<file path="src/rtl/core/rcfu_pkg.sv">
// Shared types, constants and register codes for the receiver frame unpacker.
`timescale 1ns / 1ps

package rcfu_pkg;

  localparam int FRAME_BYTES_DEF = 18;
  localparam int BYTE_W          = 8;
  localparam int VAL_W           = 11;
  localparam int SW_W            = 2;
  localparam int CNT_W           = 10;
  localparam int NUM_STICKS      = 4;
  localparam int HEAD_BYTES      = 6;
  localparam int HEAD_W          = HEAD_BYTES * BYTE_W;
  localparam int WHEEL_HI_W      = VAL_W - BYTE_W;
  localparam int CFG_IDX_W       = 3;
  localparam int CFG_DATA_W      = VAL_W;

  // byte positions of the wheel channel inside a frame
  localparam int WHEEL_LO_POS = 16;
  localparam int WHEEL_HI_POS = 17;

  // result word: sticks, switches, wheel, counter, padded to whole bytes
  localparam int OUT_RAW_W  = NUM_STICKS * VAL_W + 2 * SW_W + VAL_W + CNT_W;
  localparam int OUT_DATA_W = ((OUT_RAW_W + 7) / 8) * 8;

  localparam logic [VAL_W-1:0] STICK_MIN_RST    = 11'd364;
  localparam logic [VAL_W-1:0] STICK_MAX_RST    = 11'd1684;
  localparam logic [VAL_W-1:0] DEAD_LOW_RST     = 11'd1020;
  localparam logic [VAL_W-1:0] DEAD_HIGH_RST    = 11'd1028;
  localparam logic [VAL_W-1:0] STICK_CENTER_RST = 11'd1024;
  localparam logic [CNT_W-1:0] COUNT_LIMIT_RST  = 10'd1000;
  localparam logic [VAL_W-1:0] HELD_VAL_RST     = 11'd1024;
  localparam logic [SW_W-1:0]  HELD_SW_RST      = 2'd3;

  typedef enum logic [CFG_IDX_W-1:0] {
    CFG_STICK_MIN    = 3'd0,
    CFG_STICK_MAX    = 3'd1,
    CFG_DEAD_LOW     = 3'd2,
    CFG_DEAD_HIGH    = 3'd3,
    CFG_STICK_CENTER = 3'd4,
    CFG_COUNT_LIMIT  = 3'd5
  } cfg_idx_e;

  typedef struct packed {
    logic [VAL_W-1:0] stick_min;
    logic [VAL_W-1:0] stick_max;
    logic [VAL_W-1:0] dead_low;
    logic [VAL_W-1:0] dead_high;
    logic [VAL_W-1:0] stick_center;
    logic [CNT_W-1:0] count_limit;
  } cfg_t;

  // raw frame fields captured from the byte stream
  typedef struct packed {
    logic [HEAD_W-1:0] head;
    logic [VAL_W-1:0]  wheel;
  } frame_t;

  typedef struct packed {
    logic [NUM_STICKS-1:0][VAL_W-1:0] sticks;
    logic [SW_W-1:0]                  sw_left;
    logic [SW_W-1:0]                  sw_right;
    logic [VAL_W-1:0]                 wheel;
  } held_t;

  typedef struct packed {
    logic  ok;
    held_t vals;
  } eval_t;

endpackage

</file>
<file path="src/rtl/core/rc_frame_unpacker.sv">
// Top level of the remote-control receiver frame unpacker.
//
// channel   dir  handshake                    payload
// s_axis    in   s_axis_tvalid/s_axis_tready  tdata: rx_byte; tuser: frame_start
// m_axis    out  m_axis_tvalid/m_axis_tready  tdata: sticks, switches, wheel, count;
//                                             tuser: frame_ok
// cfg       in   cfg_we_i                     cfg_idx_i, cfg_wdata_i
//
// One byte is taken per cycle unless stalled; the last byte sets fin, then the result loads.
// The byte input stalls only while a finished frame waits and the result register is
// still held by a stalled output; the capture-to-result register pair sets this.
// Reset loads the default registers, centers held sticks and wheel, sets both switches
// to 3, clears the frame counter and aligns the byte position to a frame start.
`timescale 1ns / 1ps

module rc_frame_unpacker #(
  parameter int FRAME_BYTES = rcfu_pkg::FRAME_BYTES_DEF
) (
  input  logic                              clk_i,
  input  logic                              rst_ni,
  input  logic                              s_axis_tvalid,
  output logic                              s_axis_tready,
  input  logic [rcfu_pkg::BYTE_W-1:0]       s_axis_tdata,   // [7:0] rx_byte
  input  logic                              s_axis_tuser,   // [0] frame_start
  output logic                              m_axis_tvalid,
  input  logic                              m_axis_tready,
  // [10:0] stick_0, [21:11] stick_1, [32:22] stick_2, [43:33] stick_3,
  // [45:44] switch_left, [47:46] switch_right, [58:48] wheel, [68:59] frame_total
  output logic [rcfu_pkg::OUT_DATA_W-1:0]   m_axis_tdata,
  output logic                              m_axis_tuser,   // [0] frame_ok
  input  logic                              cfg_we_i,
  input  logic [rcfu_pkg::CFG_IDX_W-1:0]    cfg_idx_i,
  input  logic [rcfu_pkg::CFG_DATA_W-1:0]   cfg_wdata_i
);

  rcfu_pkg::cfg_t   cfg;
  rcfu_pkg::frame_t frame;
  rcfu_pkg::eval_t  eval;
  logic             fin;
  logic             take;
  logic             in_xfer;

  assign s_axis_tready = !fin || take;
  assign in_xfer       = s_axis_tvalid && s_axis_tready;

  rcfu_cfg u_cfg (
    .clk_i   (clk_i),
    .rst_ni  (rst_ni),
    .we_i    (cfg_we_i),
    .idx_i   (cfg_idx_i),
    .wdata_i (cfg_wdata_i),
    .cfg_o   (cfg)
  );

  rcfu_capture #(
    .FRAME_BYTES (FRAME_BYTES)
  ) u_capture (
    .clk_i    (clk_i),
    .rst_ni   (rst_ni),
    .accept_i (in_xfer),
    .byte_i   (s_axis_tdata),
    .start_i  (s_axis_tuser),
    .done_i   (take),
    .fin_o    (fin),
    .frame_o  (frame)
  );

  rcfu_eval u_eval (
    .frame_i (frame),
    .cfg_i   (cfg),
    .eval_o  (eval)
  );

  rcfu_hold u_hold (
    .clk_i         (clk_i),
    .rst_ni        (rst_ni),
    .fin_i         (fin),
    .eval_i        (eval),
    .count_limit_i (cfg.count_limit),
    .take_o        (take),
    .m_tvalid_o    (m_axis_tvalid),
    .m_tready_i    (m_axis_tready),
    .m_tdata_o     (m_axis_tdata),
    .m_tuser_o     (m_axis_tuser)
  );

endmodule

</file>
<file path="src/rtl/core/rcfu_cfg.sv">
// Configuration register file for the receiver frame unpacker.
`timescale 1ns / 1ps

module rcfu_cfg (
  input  logic                            clk_i,
  input  logic                            rst_ni,
  input  logic                            we_i,
  input  logic [rcfu_pkg::CFG_IDX_W-1:0]  idx_i,
  input  logic [rcfu_pkg::CFG_DATA_W-1:0] wdata_i,
  output rcfu_pkg::cfg_t                  cfg_o
);

  rcfu_pkg::cfg_t cfg_q, cfg_d;

  always_comb begin
    cfg_d = cfg_q;
    if (we_i) begin
      case (rcfu_pkg::cfg_idx_e'(idx_i))
        rcfu_pkg::CFG_STICK_MIN:    cfg_d.stick_min    = wdata_i;
        rcfu_pkg::CFG_STICK_MAX:    cfg_d.stick_max    = wdata_i;
        rcfu_pkg::CFG_DEAD_LOW:     cfg_d.dead_low     = wdata_i;
        rcfu_pkg::CFG_DEAD_HIGH:    cfg_d.dead_high    = wdata_i;
        rcfu_pkg::CFG_STICK_CENTER: cfg_d.stick_center = wdata_i;
        rcfu_pkg::CFG_COUNT_LIMIT:  cfg_d.count_limit  = wdata_i[rcfu_pkg::CNT_W-1:0];
        default: ;
      endcase
    end
  end

  always_ff @(posedge clk_i or negedge rst_ni) begin
    if (!rst_ni) begin
      cfg_q.stick_min    <= rcfu_pkg::STICK_MIN_RST;
      cfg_q.stick_max    <= rcfu_pkg::STICK_MAX_RST;
      cfg_q.dead_low     <= rcfu_pkg::DEAD_LOW_RST;
      cfg_q.dead_high    <= rcfu_pkg::DEAD_HIGH_RST;
      cfg_q.stick_center <= rcfu_pkg::STICK_CENTER_RST;
      cfg_q.count_limit  <= rcfu_pkg::COUNT_LIMIT_RST;
    end else begin
      cfg_q <= cfg_d;
    end
  end

  assign cfg_o = cfg_q;

endmodule

</file>
<file path="src/rtl/core/rcfu_capture.sv">
// Byte position tracking and capture of the frame bytes that carry channel data.
`timescale 1ns / 1ps

module rcfu_capture #(
  parameter int FRAME_BYTES = rcfu_pkg::FRAME_BYTES_DEF
) (
  input  logic                         clk_i,
  input  logic                         rst_ni,
  input  logic                         accept_i,
  input  logic [rcfu_pkg::BYTE_W-1:0]  byte_i,
  input  logic                         start_i,
  input  logic                         done_i,
  output logic                         fin_o,
  output rcfu_pkg::frame_t             frame_o
);

  localparam int POS_W = $clog2(FRAME_BYTES + 1);
  localparam logic [POS_W-1:0] END_POS   = POS_W'(FRAME_BYTES);
  localparam logic [POS_W-1:0] LAST_POS  = POS_W'(FRAME_BYTES - 1);
  localparam logic [POS_W-1:0] HEAD_END  = POS_W'(rcfu_pkg::HEAD_BYTES);
  localparam logic [POS_W-1:0] WLO_POS   = POS_W'(rcfu_pkg::WHEEL_LO_POS);
  localparam logic [POS_W-1:0] WHI_POS   = POS_W'(rcfu_pkg::WHEEL_HI_POS);
  localparam int HIDX_W = $clog2(rcfu_pkg::HEAD_BYTES);

  logic [POS_W-1:0] pos_q, pos_d, cur_pos;
  logic             fin_q, fin_d;
  logic             take_byte;

  logic [rcfu_pkg::BYTE_W-1:0]     head_q [rcfu_pkg::HEAD_BYTES];
  logic [rcfu_pkg::BYTE_W-1:0]     wlo_q;
  logic [rcfu_pkg::WHEEL_HI_W-1:0] whi_q;

  // a start flag realigns the frame before the byte is placed
  assign cur_pos   = start_i ? '0 : pos_q;
  assign take_byte = accept_i && (cur_pos < END_POS);

  always_comb begin
    pos_d = pos_q;
    fin_d = fin_q && !done_i;
    if (take_byte) begin
      pos_d = cur_pos + POS_W'(1);
      if (cur_pos == LAST_POS) begin
        fin_d = 1'b1;
      end
    end
  end

  always_ff @(posedge clk_i or negedge rst_ni) begin
    if (!rst_ni) begin
      pos_q <= '0;
      fin_q <= 1'b0;
    end else begin
      pos_q <= pos_d;
      fin_q <= fin_d;
    end
  end

  always_ff @(posedge clk_i) begin
    if (take_byte) begin
      if (cur_pos < HEAD_END) begin
        head_q[cur_pos[HIDX_W-1:0]] <= byte_i;
      end
      if (cur_pos == WLO_POS) begin
        wlo_q <= byte_i;
      end
      if (cur_pos == WHI_POS) begin
        whi_q <= byte_i[rcfu_pkg::WHEEL_HI_W-1:0];
      end
    end
  end

  assign fin_o = fin_q;
  assign frame_o.head  = {head_q[5], head_q[4], head_q[3], head_q[2], head_q[1], head_q[0]};
  assign frame_o.wheel = {whi_q, wlo_q};

  a_pos_bound: assert property (@(posedge clk_i) disable iff (!rst_ni)
    pos_q <= END_POS)
    else $error("byte position ran past the frame end");

  a_fin_at_end: assert property (@(posedge clk_i) disable iff (!rst_ni)
    fin_q |-> pos_q == END_POS)
    else $error("frame finish pending without a complete frame");

  a_fin_holds: assert property (@(posedge clk_i) disable iff (!rst_ni)
    fin_q && !done_i |=> fin_q && $stable(frame_o))
    else $error("pending frame lost or overwritten while stalled");

endmodule

</file>
<file path="src/rtl/core/rcfu_eval.sv">
// Unpacks the stick and switch channels, checks the frame and applies the dead band.
`timescale 1ns / 1ps

module rcfu_eval (
  input  rcfu_pkg::frame_t frame_i,
  input  rcfu_pkg::cfg_t   cfg_i,
  output rcfu_pkg::eval_t  eval_o
);

  logic [rcfu_pkg::NUM_STICKS-1:0][rcfu_pkg::VAL_W-1:0] ch;
  logic [rcfu_pkg::NUM_STICKS-1:0]                      in_range;
  logic [rcfu_pkg::SW_W-1:0]                            sw_l, sw_r;

  // sticks are packed back to back as an LSB-first bit stream
  assign ch   = frame_i.head[rcfu_pkg::NUM_STICKS*rcfu_pkg::VAL_W-1:0];
  assign sw_l = frame_i.head[47:46];
  assign sw_r = frame_i.head[45:44];

  always_comb begin
    for (int i = 0; i < rcfu_pkg::NUM_STICKS; i++) begin
      in_range[i] = (ch[i] >= cfg_i.stick_min) && (ch[i] <= cfg_i.stick_max);
      if ((ch[i] > cfg_i.dead_low) && (ch[i] < cfg_i.dead_high)) begin
        eval_o.vals.sticks[i] = cfg_i.stick_center;
      end else begin
        eval_o.vals.sticks[i] = ch[i];
      end
    end
    eval_o.ok            = (sw_l != '0) && (sw_r != '0) && (&in_range);
    eval_o.vals.sw_left  = sw_l;
    eval_o.vals.sw_right = sw_r;
    eval_o.vals.wheel    = frame_i.wheel;
  end

endmodule

</file>
<file path="src/rtl/core/rcfu_hold.sv">
// Held channel values, saturating frame counter and the result register.
`timescale 1ns / 1ps

module rcfu_hold (
  input  logic                              clk_i,
  input  logic                              rst_ni,
  input  logic                              fin_i,
  input  rcfu_pkg::eval_t                   eval_i,
  input  logic [rcfu_pkg::CNT_W-1:0]        count_limit_i,
  output logic                              take_o,
  output logic                              m_tvalid_o,
  input  logic                              m_tready_i,
  output logic [rcfu_pkg::OUT_DATA_W-1:0]   m_tdata_o,
  output logic                              m_tuser_o
);

  rcfu_pkg::held_t            held_q, held_d;
  logic [rcfu_pkg::CNT_W-1:0] cnt_q, cnt_d;
  logic [rcfu_pkg::CNT_W:0]   cnt_inc;
  logic                       ovalid_q;
  rcfu_pkg::held_t            oval_q;
  logic [rcfu_pkg::CNT_W-1:0] ototal_q;
  logic                       ook_q;

  // result register is free when empty or drained this cycle
  assign take_o = fin_i && (!ovalid_q || m_tready_i);

  assign cnt_inc = {1'b0, cnt_q} + (rcfu_pkg::CNT_W+1)'(1);
  assign cnt_d   = (cnt_inc > {1'b0, count_limit_i}) ? count_limit_i
                                                      : cnt_inc[rcfu_pkg::CNT_W-1:0];
  assign held_d  = eval_i.ok ? eval_i.vals : held_q;

  always_ff @(posedge clk_i or negedge rst_ni) begin
    if (!rst_ni) begin
      ovalid_q <= 1'b0;
      cnt_q    <= '0;
      for (int i = 0; i < rcfu_pkg::NUM_STICKS; i++) begin
        held_q.sticks[i] <= rcfu_pkg::HELD_VAL_RST;
      end
      held_q.sw_left  <= rcfu_pkg::HELD_SW_RST;
      held_q.sw_right <= rcfu_pkg::HELD_SW_RST;
      held_q.wheel    <= rcfu_pkg::HELD_VAL_RST;
    end else begin
      if (take_o) begin
        ovalid_q <= 1'b1;
        cnt_q    <= cnt_d;
        held_q   <= held_d;
      end else if (m_tready_i) begin
        ovalid_q <= 1'b0;
      end
    end
  end

  always_ff @(posedge clk_i) begin
    if (take_o) begin
      oval_q   <= held_d;
      ototal_q <= cnt_d;
      ook_q    <= eval_i.ok;
    end
  end

  assign m_tvalid_o = ovalid_q;
  assign m_tuser_o  = ook_q;
  assign m_tdata_o  = {{(rcfu_pkg::OUT_DATA_W - rcfu_pkg::OUT_RAW_W){1'b0}},
                       ototal_q, oval_q.wheel, oval_q.sw_right, oval_q.sw_left,
                       oval_q.sticks};

  a_fail_keeps: assert property (@(posedge clk_i) disable iff (!rst_ni)
    take_o && !eval_i.ok |=> held_q == $past(held_q))
    else $error("held values changed on a rejected frame");

  a_count_step: assert property (@(posedge clk_i) disable iff (!rst_ni)
    take_o |=> (cnt_q == $past(cnt_q) + rcfu_pkg::CNT_W'(1)) || (cnt_q == $past(count_limit_i)))
    else $error("frame counter moved by other than one step or saturation");

  a_sw_nonzero: assert property (@(posedge clk_i) disable iff (!rst_ni)
    held_q.sw_left != '0 && held_q.sw_right != '0)
    else $error("held switch position is zero");

endmodule
</file>
<file path="config.mk">
export PLATFORM = sky130hd
export DESIGN_NAME = rc_frame_unpacker
export DESIGN_NICKNAME = d
export VERILOG_FILES = /design/src/rtl/core/rcfu_pkg.sv /design/src/rtl/core/rc_frame_unpacker.sv /design/src/rtl/core/rcfu_cfg.sv /design/src/rtl/core/rcfu_capture.sv /design/src/rtl/core/rcfu_eval.sv /design/src/rtl/core/rcfu_hold.sv
export SDC_FILE = /design/constraint.sdc
export NUM_CORES = 1
export LEC_CHECK = 0
export ABC_AREA = 1
export ABC_CLOCK_PERIOD_IN_PS = 6080
export BUFFER_PORTS_ARGS = -buffer_cell sky130_fd_sc_hd__buf_2
export CORE_MARGIN = 4
export CORE_UTILIZATION = 42
export DETAILED_ROUTE_END_ITERATION = 12
export MAX_ROUTING_LAYER = met4
export PLACE_DENSITY_LB_ADDON = 0.05
export SLEW_MARGIN = 40
export SYNTH_ARGS = -nofsm -noshare
export SYNTH_HDL_FRONTEND = slang
export SYNTH_SLANG_ARGS = --single-unit
</file>
<file path="constraint.sdc">
create_clock -name clk_i -period 6.08 [get_ports clk_i]
set_input_delay 0.304 -clock clk_i [delete_from_list [all_inputs] [get_ports clk_i]]
set_output_delay 0.304 -clock clk_i [all_outputs]
set_load 0.02 [all_outputs]
</file>
==> out/qor.yml <==
status: "completed"
final_common_cell: "nand2_1"
cts_made_buffers: 34
hold_viol: 0
min_period_ps: 3363
post-place-ws_ps: 2704
clock_tree.buffer_depth: 3
first_global_vias: 12500
finalInstanceArea_sq_um: 18510
antenna_found_initial: 1
wire_per_inst_um: 18.71
crit_type: "reg -> reg"
firstDrtPassIters: 5
nNetsFinal: 2271
ys_ff_latch: 270
ys_async_sr_fraction: 0.5222
start_util: 0.4254
port_buffers: 99
io_pins: 103
max_slew_margin: 0.4400
worstSkewPairLatency_ps: 540
grt_max_degree: 74
hold_class: "in -> reg"
synth-edff-count: 129
cts_tree: "done"
synth_cell_types: 36
top_layer_used: "met4"
dp.final_hpwl_mm: 34.87
drc: 0
synthCells: 1974
areaGrowthSynthToFinish_pct: 12.33
vias: 13150
drt_iter0_markers: 838
yosysWarnings: 0
gr-total-overflow: 0
layout-drive-gt1-share: 0.1090
wl_met3_mm: 2.298
p_leak_nw: 9.096
htreeDepth: 2
fmaxAchievable_mhz: 297.4
tns_ps: 0
num_rows: 72
coreArea_sq_um: 38740
power_per_cell_area_nw_per_um2: 277.2
n_antenna_cell: 0
synth_top_area_frac: 0.2351
holdBufCountCts: 1
ys.flop_type: "edfxtp_1"
grt_pass1_wl_mm: 74.35
wirelength_mm: 48.66
vias_per_cell: 5.058
cts_setup_buffers: 0
cts_root_buf: "clkbuf_16"
path_clk_slew_ps: 60
die-area_sq_um: 42470
period_share: 0.5531
synthTopCellsByArea: "edfxtp_1, dfrtp_1, ha_1, nand2_1, inv_1"
worst-endpoint-required_ps: 6480
cp-start-kind: "flop"
fp.dieH_um: 206.1
finClkSkew_ps: 20.14
m1WireLength_mm: 22.11
gp_congestion: 0.9369
worst-slew-pin-transition_ps: 836.9
vdd_drop_max_mv: 0.2178
maxCapViolations: 0
worst-path-max-fanout: 60
die_w_um: 206.1
placed_cell_area_sq_um: 17420
layout_setup_ws_ps: 2717
post_cts_resized: 0
syn_avg_cell_area_sq_um: 8.348
synth_top_area_cell: "edfxtp_1"
slew_violations: 0
setup_viol: 0
ant_nets: 0
layout_common_cells: "nand2_1, inv_1, ha_1, nand3_1, edfxtp_1"
hold_slack_ps: 100.5
grt_setup_unrepaired: "false"
grt_usage: 0.2386
numClockSinks: 270
seq_area_frac_synth: 0.4519
route.met2.wl_mm: 22.48
critical_path_arrival_ps: 3760
fin_util: 0.4779
end_kind: "flop"
syn_area_sq_um: 16480
==> per-stage QoR <==
step           std cells  total power, W
3_5_place_dp        2535        0.003289
2_1_floorplan       1976        0.002957
6_report            2600        0.005131
3_3_place_gp        2534        0.003264
5_1_grt             2600        0.005450
4_1_cts             2597        0.005183
==> routing by layer <==
layer	GRT usage	vias up
li1	-	6599
met1	0.3193	6134
met2	0.3757	314
met3	0.02919	104
met4	0.08769	0
met5	-	-
==> synthesized netlist by cell type, types with 36 or more instances <==
cell      number
nand3_1      152
o21ai_0       94
clkbuf_1      37
and2_1        62
nor2_1        82
inv_1        279
edfxtp_1     129
nand2_1      582
dfrtp_1      105
dfstp_2       36
ha_1         186
a21oi_1       58
nand4_1       67
==> final cells by class <==
type	count	area [sq um]
clock buffer	48	944.7
clock inverter	13	67.56
fill	3785	20230
inverter	287	1082
multi-input combinational	1354	7684
sequential	270	7447
tap	518	648.1
timing repair buffer	110	638.1
==> registers in the layout (all words and copies together), names as in the netlist, 5 cells and up <==
register and count:
u_cfg.cfg_o 65, u_hold.held_q 59, u_hold.m_tdata_o 59, u_capture.head_q 48
u_hold.cnt_q 10, u_hold.ototal_q 10, u_capture.wlo_q 8, u_capture.pos_q 5
==> kinds of logic (layout without fill, tap and decap cells) <==
logic type,Yosys count,after routing,synth area share
adders and majority gates,186,186,0.1412
and+or+nand+nor,978,978,0.2609
DFF,270,270,0.4519
other,1,3,0.0002276
xor gates and xnor gates,8,8,0.004252
buffers and inverters,352,458,0.08412
AOI/OAI and AO/OA,179,179,0.05740
==> where the power goes <==
group	total, W	switching [W]	internal (W)
logic	0.00114	0.000769	0.000373
clock network	0.00187	0.000781	0.00108
registers	0.00212	0.0000829	0.00204
total	0.00513	0.00163	0.00350
==> path summary, 6_finish.rpt <==
path | cells after the start | end | slack (ps) | startpoint
max reg2reg | 15 | u_hold.m_tdata_o[11]$_DFFE_PP_ | 2720 | u_capture.head_q[5][0]$_DFFE_PP_
min reg2reg | 2 | u_hold.held_q[14]$_DFFE_PN1P_ | 470 | u_hold.held_q[14]$_DFFE_PN1P_
min in group asynchronous | 2 | u_cfg.cfg_o[54]$_DFFE_PN0P_ | 340 | rst_ni
max in group asynchronous | 3 | u_cfg.cfg_o[11]$_DFFE_PN0P_ | 4590 | rst_ni
min | 4 | u_hold.m_tvalid_o$_DFFE_PN0P_ | 100 | m_axis_tready
max | 15 | u_hold.m_tdata_o[11]$_DFFE_PP_ | 2720 | u_capture.head_q[5][0]$_DFFE_PP_
==> worst max-delay path: stages, from the launching register on <==
cell and delay (ps):
edfxtp_1 610, ha_1 380, nand2_1 70, inv_1 40
nand2_1 90, inv_2 40, nand2_1 60, nand3_1 70
nand2_1 100, nand2_1 90, nor2_4 80, buf_4 470
nand3_4 500, buf_12 340, nand2_1 100, and2_1 130
No activity file was read; power rests on OpenSTA's default activity.
